--- src/hw/rtl/pmu_pkg.sv ---
// Shared types and codes of the polynomial multiplier unit.
package pmu_pkg;

	// Operation codes carried in the mode field of a command beat.
	localparam logic [1:0] MODE_LOAD_A = 2'd0;
	localparam logic [1:0] MODE_LOAD_B = 2'd1;
	localparam logic [1:0] MODE_MULT   = 2'd2;

	typedef struct packed {
		logic [1:0]         mode;
		logic signed [31:0] coeff;
	} cmd_beat_t;

	typedef struct packed {
		logic signed [31:0] product_coeff;
		logic [4:0]         power;
		logic               saturated;
		logic               dropped;
		logic               last;
	} prod_beat_t;

	// Control from the sequencer to the multiply-accumulate unit.
	typedef struct packed {
		logic clear;
		logic term_v;
	} mac_ctrl_t;

	// Rounded and saturated view of the accumulator.
	typedef struct packed {
		logic signed [31:0] value;
		logic               sat;
	} mac_res_t;

	typedef enum logic [2:0] {
		ST_IDLE,
		ST_START,
		ST_ISSUE,
		ST_DRAIN,
		ST_EMIT
	} seq_state_t;

endpackage

--- src/hw/rtl/pmu_chan_if.sv ---
// Valid/ready channel carrying one payload beat.
interface pmu_chan_if #(
	parameter type T = logic
);
	logic valid;
	logic ready;
	T     payload;

	modport source (output valid, output payload, input ready);
	modport sink (input valid, input payload, output ready);
endinterface

--- src/hw/rtl/polynomial_multiplier_unit.sv ---
// Polynomial multiplier unit: loads two Q16.16 operands and streams their product.
// A load beat (mode 0 for A, mode 1 for B) is stored in that operand's memory; loads past
// MAX_DEG+1 coefficients are dropped and reported on the dropped flag of the next product.
// A multiply beat (mode 2) returns la+lb-1 product beats, lowest power first, with last
// set on the final one, and clears both operands. For each product coefficient the
// sequencer sets up the term range and clears the accumulator, issues one
// multiply-accumulate per cycle, fed by one read port on each operand memory, drains
// the pipeline and then outputs the coefficient. With an empty operand no terms are read.
// No command beat is taken while a multiply is running.
module polynomial_multiplier_unit #(
	parameter int MAX_DEG = 15
) (
	input  logic      clk,
	input  logic      arst_n,
	pmu_chan_if.sink   cmd,
	pmu_chan_if.source prod
);

	localparam int CAP   = MAX_DEG + 1;
	localparam int AW    = $clog2(CAP);
	localparam int CW    = $clog2(CAP + 1);
	localparam int KW    = $clog2(2 * CAP - 1);
	localparam int ACC_W = 64 + AW;

	pmu_pkg::seq_state_t state_q, state_d;

	logic [CW-1:0] count_a_q, count_b_q;
	logic          ovf_q;
	logic [KW-1:0] la_q, lb_q, last_k_q, k_q;
	logic          zero_q, ovf_snap_q;
	logic [AW-1:0] i_q, j_q, i_hi_q;
	logic          rd_v_s1;

	logic          cmd_fire, is_load_a, is_load_b, is_mult;
	logic          full_a, full_b, wr_a, wr_b;
	logic [KW-1:0] la_n, lb_n;
	logic [KW:0]   len_sum;
	logic [KW-1:0] i_lo, i_hi;
	logic          issue, emit_fire, last_k, mac_busy;

	pmu_pkg::mac_ctrl_t  mac_ctrl;
	pmu_pkg::mac_res_t   mac_res;
	pmu_pkg::prod_beat_t out_q;
	logic                out_v_q;
	logic signed [31:0]  a_rd, b_rd;

	assign cmd_fire  = cmd.valid & cmd.ready;
	assign is_load_a = cmd.payload.mode == pmu_pkg::MODE_LOAD_A;
	assign is_load_b = cmd.payload.mode == pmu_pkg::MODE_LOAD_B;
	assign is_mult   = cmd.payload.mode == pmu_pkg::MODE_MULT;
	assign full_a    = count_a_q == CW'(CAP);
	assign full_b    = count_b_q == CW'(CAP);
	assign wr_a      = cmd_fire & is_load_a & ~full_a;
	assign wr_b      = cmd_fire & is_load_b & ~full_b;

	// An empty operand behaves as one zero coefficient.
	assign la_n    = (count_a_q == '0) ? KW'(1) : KW'(count_a_q);
	assign lb_n    = (count_b_q == '0) ? KW'(1) : KW'(count_b_q);
	assign len_sum = (KW + 1)'(la_n) + (KW + 1)'(lb_n) - (KW + 1)'(2);

	// Term range for product coefficient k: max(0, k-lb+1) up to min(k, la-1).
	assign i_lo   = (k_q >= lb_q) ? (k_q - lb_q + KW'(1)) : '0;
	assign i_hi   = (k_q < la_q) ? k_q : (la_q - KW'(1));
	assign last_k = k_q == last_k_q;

	pmu_opram #(.DEPTH(CAP), .AW(AW)) u_mem_a (
		.clk   (clk),
		.we    (wr_a),
		.waddr (count_a_q[AW-1:0]),
		.wdata (cmd.payload.coeff),
		.re    (issue),
		.raddr (i_q),
		.rdata (a_rd)
	);

	pmu_opram #(.DEPTH(CAP), .AW(AW)) u_mem_b (
		.clk   (clk),
		.we    (wr_b),
		.waddr (count_b_q[AW-1:0]),
		.wdata (cmd.payload.coeff),
		.re    (issue),
		.raddr (j_q),
		.rdata (b_rd)
	);

	pmu_mac #(.ACC_W(ACC_W)) u_mac (
		.clk    (clk),
		.arst_n (arst_n),
		.ctrl   (mac_ctrl),
		.a      (a_rd),
		.b      (b_rd),
		.busy   (mac_busy),
		.res    (mac_res)
	);

	always_comb begin
		state_d = state_q;
		unique case (state_q)
			pmu_pkg::ST_IDLE: begin
				if (cmd_fire && is_mult) begin
					state_d = pmu_pkg::ST_START;
				end
			end
			pmu_pkg::ST_START: begin
				state_d = zero_q ? pmu_pkg::ST_DRAIN : pmu_pkg::ST_ISSUE;
			end
			pmu_pkg::ST_ISSUE: begin
				if (i_q == i_hi_q) begin
					state_d = pmu_pkg::ST_DRAIN;
				end
			end
			pmu_pkg::ST_DRAIN: begin
				if (!rd_v_s1 && !mac_busy) begin
					state_d = pmu_pkg::ST_EMIT;
				end
			end
			pmu_pkg::ST_EMIT: begin
				if (emit_fire) begin
					state_d = last_k ? pmu_pkg::ST_IDLE : pmu_pkg::ST_START;
				end
			end
			default: state_d = pmu_pkg::ST_IDLE;
		endcase
	end

	always_comb begin
		cmd.ready       = state_q == pmu_pkg::ST_IDLE;
		issue           = state_q == pmu_pkg::ST_ISSUE;
		mac_ctrl.clear  = state_q == pmu_pkg::ST_START;
		mac_ctrl.term_v = rd_v_s1;
		emit_fire       = (state_q == pmu_pkg::ST_EMIT) && (!out_v_q || prod.ready);
	end

	always_ff @(posedge clk or negedge arst_n) begin
		if (!arst_n) begin
			state_q   <= pmu_pkg::ST_IDLE;
			count_a_q <= '0;
			count_b_q <= '0;
			ovf_q     <= 1'b0;
			rd_v_s1   <= 1'b0;
			out_v_q   <= 1'b0;
		end else begin
			state_q <= state_d;
			rd_v_s1 <= issue;
			if (cmd_fire) begin
				if (is_mult) begin
					count_a_q <= '0;
					count_b_q <= '0;
					ovf_q     <= 1'b0;
				end else if ((is_load_a && full_a) || (is_load_b && full_b)) begin
					ovf_q <= 1'b1;
				end else if (is_load_a) begin
					count_a_q <= count_a_q + CW'(1);
				end else if (is_load_b) begin
					count_b_q <= count_b_q + CW'(1);
				end
			end
			if (emit_fire) begin
				out_v_q <= 1'b1;
			end else if (prod.ready) begin
				out_v_q <= 1'b0;
			end
		end
	end

	// Multiply bookkeeping: operand lengths are captured when the multiply beat arrives.
	always_ff @(posedge clk) begin
		if (cmd_fire && is_mult) begin
			la_q       <= la_n;
			lb_q       <= lb_n;
			zero_q     <= (count_a_q == '0) || (count_b_q == '0);
			last_k_q   <= len_sum[KW-1:0];
			ovf_snap_q <= ovf_q;
			k_q        <= '0;
		end else if (emit_fire) begin
			k_q <= k_q + KW'(1);
		end
		if (state_q == pmu_pkg::ST_START) begin
			i_q    <= i_lo[AW-1:0];
			j_q    <= AW'(k_q - i_lo);
			i_hi_q <= i_hi[AW-1:0];
		end else if (issue) begin
			i_q <= i_q + AW'(1);
			j_q <= j_q - AW'(1);
		end
		if (emit_fire) begin
			out_q.product_coeff <= mac_res.value;
			out_q.power         <= 5'(k_q);
			out_q.saturated     <= mac_res.sat;
			out_q.dropped       <= ovf_snap_q;
			out_q.last          <= last_k;
		end
	end

	assign prod.valid   = out_v_q;
	assign prod.payload = out_q;

endmodule

--- src/hw/rtl/pmu_opram.sv ---
// Operand coefficient memory: one write port, one read port, registered read data.
module pmu_opram #(
	parameter int DEPTH = 16,
	parameter int AW    = 4
) (
	input  logic              clk,
	input  logic              we,
	input  logic [AW-1:0]     waddr,
	input  logic signed [31:0] wdata,
	input  logic              re,
	input  logic [AW-1:0]     raddr,
	output logic signed [31:0] rdata
);

	logic signed [31:0] mem [DEPTH];

	always_ff @(posedge clk) begin
		if (we) begin
			mem[waddr] <= wdata;
		end
	end

	always_ff @(posedge clk) begin
		if (re) begin
			rdata <= mem[raddr];
		end
	end

endmodule

--- src/hw/rtl/pmu_mac.sv ---
// Multiply-accumulate unit with rounding to Q16.16 and saturation.
module pmu_mac #(
	parameter int ACC_W = 68
) (
	input  logic                clk,
	input  logic                arst_n,
	input  pmu_pkg::mac_ctrl_t  ctrl,
	input  logic signed [31:0]  a,
	input  logic signed [31:0]  b,
	output logic                busy,
	output pmu_pkg::mac_res_t   res
);

	localparam logic signed [ACC_W-1:0] HALF = ACC_W'(32768);

	logic signed [63:0]      prod_s2;
	logic                    prod_v_s2;
	logic signed [ACC_W-1:0] acc_q;
	logic signed [ACC_W-1:0] rsum;
	logic [ACC_W-48:0]       hi_bits;
	logic                    fits;

	always_ff @(posedge clk or negedge arst_n) begin
		if (!arst_n) begin
			prod_v_s2 <= 1'b0;
		end else begin
			prod_v_s2 <= ctrl.term_v;
		end
	end

	always_ff @(posedge clk) begin
		if (ctrl.term_v) begin
			prod_s2 <= 64'(a) * 64'(b);
		end
	end

	always_ff @(posedge clk) begin
		if (ctrl.clear) begin
			acc_q <= '0;
		end else if (prod_v_s2) begin
			acc_q <= acc_q + ACC_W'(prod_s2);
		end
	end

	// Round half up, then the result fits when every bit above bit 47 equals bit 47.
	assign rsum    = acc_q + HALF;
	assign hi_bits = rsum[ACC_W-1:47];
	assign fits    = (&hi_bits) | (~|hi_bits);

	always_comb begin
		res.sat = ~fits;
		if (fits) begin
			res.value = rsum[47:16];
		end else if (rsum[ACC_W-1]) begin
			res.value = 32'sh8000_0000;
		end else begin
			res.value = 32'sh7FFF_FFFF;
		end
	end

	assign busy = prod_v_s2;

endmodule

--- src/flat_wrapper.sv ---
// flat-port wrapper written by rule: the top's interface ports become plain ports
module polynomial_multiplier_unit_flat 
#(
	parameter int MAX_DEG = 15
)
  (clk, arst_n, cmd_valid, cmd_payload, cmd_ready, prod_valid, prod_payload, prod_ready);
  pmu_chan_if #(.T(pmu_pkg::cmd_beat_t)) cmd_i ();
  pmu_chan_if #(.T(pmu_pkg::prod_beat_t)) prod_i ();
  input  logic clk;
  input  logic arst_n;
  input wire logic [$bits(cmd_i.valid)-1:0] cmd_valid;
  input wire logic [$bits(cmd_i.payload)-1:0] cmd_payload;
  output wire logic [$bits(cmd_i.ready)-1:0] cmd_ready;
  output wire logic [$bits(prod_i.valid)-1:0] prod_valid;
  output wire logic [$bits(prod_i.payload)-1:0] prod_payload;
  input wire logic [$bits(prod_i.ready)-1:0] prod_ready;
  assign cmd_i.valid = cmd_valid;
  assign cmd_i.payload = cmd_payload;
  assign cmd_ready = cmd_i.ready;
  assign prod_valid = prod_i.valid;
  assign prod_payload = prod_i.payload;
  assign prod_i.ready = prod_ready;
  polynomial_multiplier_unit #(.MAX_DEG(MAX_DEG)) u_core (.clk(clk), .arst_n(arst_n), .cmd(cmd_i), .prod(prod_i));
endmodule
--- config.mk ---
export PLATFORM = sky130hd
export DESIGN_NAME = polynomial_multiplier_unit_flat
export DESIGN_NICKNAME = d
export VERILOG_FILES = /design/src/hw/rtl/pmu_pkg.sv /design/src/hw/rtl/pmu_chan_if.sv /design/src/hw/rtl/polynomial_multiplier_unit.sv /design/src/hw/rtl/pmu_opram.sv /design/src/hw/rtl/pmu_mac.sv /design/src/flat_wrapper.sv
export SDC_FILE = /design/constraint.sdc
export NUM_CORES = 2
export LEC_CHECK = 0
export ABC_AREA = 1
export BUFFER_PORTS_ARGS = -buffer_cell sky130_fd_sc_hd__buf_4
export CORE_UTILIZATION = 55
export CTS_CLUSTER_SIZE = 28
export DETAILED_ROUTE_END_ITERATION = 10
export GPL_TIMING_DRIVEN = 0
export HOLD_SLACK_MARGIN = 0.15
export PLACE_DENSITY = 0.73
export SETUP_SLACK_MARGIN = 0.15
export SKIP_CTS_REPAIR_TIMING = 1
export SLEW_MARGIN = 30
export SYNTH_ARGS = -nofsm -noshare
export SYNTH_HDL_FRONTEND = slang
export SYNTH_SLANG_ARGS = --single-unit
--- constraint.sdc ---
create_clock -name clk -period 13.6 [get_ports clk]
set_clock_uncertainty 0.05 [all_clocks]
set_input_delay 1.36 -clock clk [delete_from_list [all_inputs] [get_ports clk]]
set_output_delay 1.36 -clock clk [all_outputs]
set_load 0.005 [all_outputs]
==> flow_summary.html <==
<table>
<tr><th>Metric</th><th>Value</th></tr>
<tr><th colspan="2">Synthesis</th></tr>
<tr><td>Flop and latch count out of synthesis</td><td>1311</td></tr>
<tr><td>Cell taking the most area after synthesis</td><td>sky130_fd_sc_hd__edfxtp_1</td></tr>
<tr><td>Syn Area/Cell</td><td>9.71 sq um</td></tr>
<tr><td>Cell types with the largest area share after synthesis</td><td>sky130_fd_sc_hd__edfxtp_1 (39%), sky130_fd_sc_hd__fa_1 (23%), sky130_fd_sc_hd__nand2_1 (7.6%)</td></tr>
<tr><td>Number of library cell types mapped by synthesis</td><td>48</td></tr>
<tr><td>Share of flip-flops with an asynchronous set or reset after synthesis</td><td>1.30%</td></tr>
<tr><td>Instance count of the mapped netlist</td><td>9767</td></tr>
<tr><td>Count of flip-flops with a built-in enable after synthesis</td><td>1221</td></tr>
<tr><td>Count of warnings emitted by yosys</td><td>0</td></tr>
<tr><td>Netlist area before placement</td><td>0.0948 sq mm</td></tr>
<tr><td>Register area share after synthesis</td><td>40.7%</td></tr>
<tr><td>Main flop type after synthesis</td><td>sky130_fd_sc_hd__edfxtp_1</td></tr>
<tr><td>Share of the synthesized area in the top cell type</td><td>38.7%</td></tr>
<tr><td>Number of nets in the synthesized netlist</td><td>11200</td></tr>
<tr><th colspan="2">Timing</th></tr>
<tr><td>Final setup violation count</td><td>0</td></tr>
<tr><td>Time the final worst path needs with I/O delays and setup</td><td>10.27 ns</td></tr>
<tr><td>Max-Slew Margin vs Limit</td><td>24.2%</td></tr>
<tr><td>Count of final hold-check violations</td><td>0</td></tr>
<tr><td>Upper clock frequency limit</td><td>97.4 MHz</td></tr>
<tr><td>Final cycle utilization of the critical path</td><td>75.5%</td></tr>
<tr><td>RSZ-0062 raised after global routing</td><td>no</td></tr>
<tr><td>Pins over their slew limit</td><td>0</td></tr>
<tr><td>Final sum of negative setup slack</td><td>0 ns</td></tr>
<tr><td>Slew of the pin with the lowest slew margin</td><td>1.14 ns</td></tr>
<tr><th colspan="2">Global route</th></tr>
<tr><td>Residual overflow from global routing</td><td>0</td></tr>
<tr><td>Via count of the first global-routing pass</td><td>74800</td></tr>
<tr><td>Overall global routing resource usage</td><td>39.7%</td></tr>
<tr><td>Pin count of the biggest net entering global routing</td><td>57</td></tr>
<tr><td>Number of antenna violations at the first check in global routing</td><td>13</td></tr>
<tr><td>Global-route wire length before repair</td><td>495000 um</td></tr>
<tr><th colspan="2">Critical path</th></tr>
<tr><td>Maximum fanout along the worst path</td><td>10</td></tr>
<tr><td>Worst path most repeated cell</td><td>sky130_fd_sc_hd__inv_1</td></tr>
<tr><td>Critical path class</td><td>reg2reg</td></tr>
<tr><td>Cell type group with the largest total delay on the critical path</td><td>adder cells</td></tr>
<tr><td>Standard cell with the maximum stage delay on the critical path</td><td>sky130_fd_sc_hd__fa_1</td></tr>
<tr><td>Required time reported for the critical path endpoint</td><td>14.08 ns</td></tr>
<tr><td>Crit path capture type</td><td>register</td></tr>
<tr><td>Launching element type of the critical path</td><td>register</td></tr>
<tr><td>Bufs and invs on worst path</td><td>10</td></tr>
<tr><td>CP max stage delay</td><td>0.94 ns</td></tr>
<tr><td>Arrival time worst endpoint</td><td>10.75 ns</td></tr>
<tr><th colspan="2">Detailed routing</th></tr>
<tr><td>1st-pass router iterations</td><td>6</td></tr>
<tr><td>Detailed-route via count</td><td>74600</td></tr>
<tr><td>Vias per cell</td><td>5.97</td></tr>
<tr><td>Initial drt markers</td><td>10200</td></tr>
<tr><td>DR DRC count</td><td>0</td></tr>
<tr><td>Wire length reported by the detailed router</td><td>343000 um</td></tr>
<tr><td>Wire length per cell</td><td>27.5 um</td></tr>
<tr><td>Remaining antenna violation count</td><td>0</td></tr>
<tr><th colspan="2">Clocking</th></tr>
<tr><td>Largest buffer count on any clock path</td><td>3</td></tr>
<tr><td>CTS Root Cell</td><td>sky130_fd_sc_hd__clkbuf_16</td></tr>
<tr><td>Clock slew seen by the registers of the worst setup and hold paths</td><td>0.06 ns</td></tr>
<tr><td>Clk sink count</td><td>1311</td></tr>
<tr><td>Clock network latency to the later pin of the worst-skew pair</td><td>0.81 ns</td></tr>
<tr><td>TritonCTS clock tree</td><td>done</td></tr>
<tr><td>Inserted Clock Buffers</td><td>137</td></tr>
<tr><td># H-tree levels</td><td>4</td></tr>
<tr><th colspan="2">Floorplan</th></tr>
<tr><td>Core region area</td><td>0.171 sq mm</td></tr>
<tr><td>Initial core utilization</td><td>55.3%</td></tr>
<tr><td>Die X</td><td>417 um</td></tr>
<tr><td>IO Pins</td><td>80</td></tr>
<tr><td>Vertical extent of the die</td><td>417 um</td></tr>
<tr><td>Number of placement rows</td><td>152</td></tr>
<tr><td>Die area</td><td>0.174 sq mm</td></tr>
<tr><th colspan="2">Flow run</th></tr>
<tr><td>Number of max-cap violations</td><td>0</td></tr>
<tr><th colspan="2">Placed design</th></tr>
<tr><td>Number of buffers added on ports</td><td>79</td></tr>
<tr><td>DP Wirelength</td><td>268000 um</td></tr>
<tr><td>Gp weighted congestion</td><td>1.10</td></tr>
<tr><th colspan="2">Cells and area</th></tr>
<tr><td>Most used cells in the layout excluding fill and tap cells</td><td>sky130_fd_sc_hd__nand2_1 (1909), sky130_fd_sc_hd__inv_1 (1894), sky130_fd_sc_hd__edfxtp_1 (1221), sky130_fd_sc_hd__fa_1 (1085), sky130_fd_sc_hd__nor2_1 (942)</td></tr>
<tr><td>Final core occ</td><td>61.0%</td></tr>
<tr><td>P&amp;R area growth vs syn</td><td>10.3%</td></tr>
<tr><td>Number of nets at the end of the flow</td><td>11500</td></tr>
<tr><td>Number of fill cells in the layout</td><td>14200</td></tr>
<tr><td>Proportion of layout cells with a drive suffix above 1</td><td>4.73%</td></tr>
<tr><td>Most common cell after layout, fill and taps aside</td><td>sky130_fd_sc_hd__nand2_1</td></tr>
<tr><th colspan="2">Run status</th></tr>
<tr><td>Result of the run</td><td>finished clean</td></tr>
<tr><th colspan="2">Worst hold path</th></tr>
<tr><td>Path type of the worst min-delay path</td><td>in2async</td></tr>
</table>
-- worst register-to-register path, cell delays in order (launching register included) --
cell and delay, ns:
sky130_fd_sc_hd__edfxtp_1 0.61, sky130_fd_sc_hd__clkbuf_1 0.84, sky130_fd_sc_hd__nand2_1 0.34, sky130_fd_sc_hd__inv_1 0.16, sky130_fd_sc_hd__fa_1 0.40, sky130_fd_sc_hd__inv_1 0.29, sky130_fd_sc_hd__fa_1 0.49, sky130_fd_sc_hd__inv_1 0.27
sky130_fd_sc_hd__fa_1 0.52, sky130_fd_sc_hd__fa_1 0.94, sky130_fd_sc_hd__inv_1 0.47, sky130_fd_sc_hd__fa_1 0.62, sky130_fd_sc_hd__inv_1 0.06, sky130_fd_sc_hd__fa_1 0.53, sky130_fd_sc_hd__inv_1 0.05, sky130_fd_sc_hd__fa_1 0.48
sky130_fd_sc_hd__inv_1 0.05, sky130_fd_sc_hd__fa_1 0.45, sky130_fd_sc_hd__ha_1 0.45, sky130_fd_sc_hd__nand2_1 0.13, sky130_fd_sc_hd__nor2_1 0.13, sky130_fd_sc_hd__inv_1 0.08, sky130_fd_sc_hd__nor2_1 0.13, sky130_fd_sc_hd__inv_1 0.12
sky130_fd_sc_hd__nor4_1 0.71, sky130_fd_sc_hd__nand3_1 0.39, sky130_fd_sc_hd__nand3_1 0.19, sky130_fd_sc_hd__nand2_1 0.07
-- logic make-up (layout without fill, tap and decap cells) --
logic type	count (synthesis)	after routing	synth area share, %
muxes	1	1	0.0106
DFF	1311	1311	40.7
and+or+nand+nor	3269	3269	13.6
AOI/OAI and AO/OA	1338	1338	8.40
adders and majority gates	1375	1375	26.7
buffers and inverters	2338	2758	9.29
xor gates and xnor gates	135	135	1.25
other	0	1	0
-- synthesized netlist by cell type, types with 4 or more instances --
cell and instances:
sky130_fd_sc_hd__nand2_1 1909, sky130_fd_sc_hd__inv_1 1895, sky130_fd_sc_hd__edfxtp_1 1221, sky130_fd_sc_hd__fa_1 1086, sky130_fd_sc_hd__nor2_1 967, sky130_fd_sc_hd__o21ai_0 705, sky130_fd_sc_hd__clkbuf_1 410, sky130_fd_sc_hd__ha_1 289
sky130_fd_sc_hd__nand3_1 245, sky130_fd_sc_hd__o221ai_1 220, sky130_fd_sc_hd__a21oi_1 208, sky130_fd_sc_hd__xor2_1 86, sky130_fd_sc_hd__dfxtp_1 73, sky130_fd_sc_hd__o21bai_1 58, sky130_fd_sc_hd__o211ai_1 53, sky130_fd_sc_hd__xnor2_1 49
sky130_fd_sc_hd__nor3_1 46, sky130_fd_sc_hd__o22ai_1 42, sky130_fd_sc_hd__nand4_1 40, sky130_fd_sc_hd__a21o_1 21, sky130_fd_sc_hd__or2_2 19, sky130_fd_sc_hd__buf_1 17, sky130_fd_sc_hd__dfrtp_1 17, sky130_fd_sc_hd__a31oi_1 13
sky130_fd_sc_hd__nor4_1 11, sky130_fd_sc_hd__a21boi_0 6, sky130_fd_sc_hd__nor2_2 6, sky130_fd_sc_hd__and3_1 5, sky130_fd_sc_hd__nand3b_1 5, sky130_fd_sc_hd__a211oi_1 4, sky130_fd_sc_hd__clkinv_1 4, sky130_fd_sc_hd__inv_2 4
sky130_fd_sc_hd__nor3b_1 4, sky130_fd_sc_hd__o21a_1 4
-- worst paths after layout --
check / startpoint / to / slack, ns / cells past startpoint
worst min-delay path: arst_n / u_core.rd_v_s1$_DFF_PN0_ / 0.38 / 1
worst max-delay path: u_core.u_mem_a.rdata[31]$_DFFE_PP_ / u_core.u_mac.prod_s2[61]$_DFFE_PP_ / 3.33 / 27
worst max register to register: u_core.u_mem_a.rdata[31]$_DFFE_PP_ / u_core.u_mac.prod_s2[61]$_DFFE_PP_ / 3.33 / 27
min in group clk: u_core.ovf_snap_q$_DFFE_PP_ / u_core.prod.payload[1]$_DFFE_PP_ / 0.38 / 0
max in group asynchronous: arst_n / u_core.count_b_q[1]$_DFFE_PN0P_ / 12.87 / 1
worst min register to register: u_core.ovf_snap_q$_DFFE_PP_ / u_core.prod.payload[1]$_DFFE_PP_ / 0.38 / 0
-- stage by stage --
step	hold WS (ns)	worst slack (ns)	instances	instance area, sq um
3_3_place_gp	0.355	3.63	12200	98300
4_1_cts	0.344	3.67	12500	105000
2_1_floorplan	0.350	6.24	9767	94800
3_5_place_dp	0.371	3.68	12300	100000
6_report	0.377	3.33	12500	105000
5_1_grt	0.380	2.96	12500	105000
-- metal layers --
metal	wire (um)	vias to the layer above	track usage [%]	part of all wire, %
met3	41400	1095	9.18	12
met1	127000	36700	52.1	37
met5	32	-	0	0.0093
met2	151000	5054	60.3	44
li1	-	31700	-	-
met4	24600	6	24.1	7.2
-- state kept, by name (all words and copies together), names as in the netlist, 3 cells and up --
signal	cells
u_core.u_mem_a.mem	512
u_core.u_mem_b.mem	512
u_core.u_mac.acc_q	68
u_core.u_mac.prod_s2	64
u_core.prod.payload	40
u_core.u_mem_a.rdata	32
u_core.u_mem_b.rdata	32
u_core.count_a_q	5
u_core.count_b_q	5
u_core.k_q	5
u_core.la_q	5
u_core.last_k_q	5
u_core.lb_q	5
u_core.i_hi_q	4
u_core.i_q	4
u_core.j_q	4
u_core.state_q	3
-- cell type report --
class	count	area, sq um	area share [%]
inverters	1903	7140	6.83
well taps	2310	2890	2.76
diodes	1	2.50	0.00239
clock buffers	170	3570	3.42
repair buffers	177	2180	2.08
clock inverters	73	825	0.789
plain buffers	435	1720	1.64
flip-flops and latches	1311	38600	36.9
multi-input cells	6118	47700	45.6
Power is left out: the tool's default activity adds up to more than one toggle a clock period on the data nets, which glitch-free logic cannot reach.
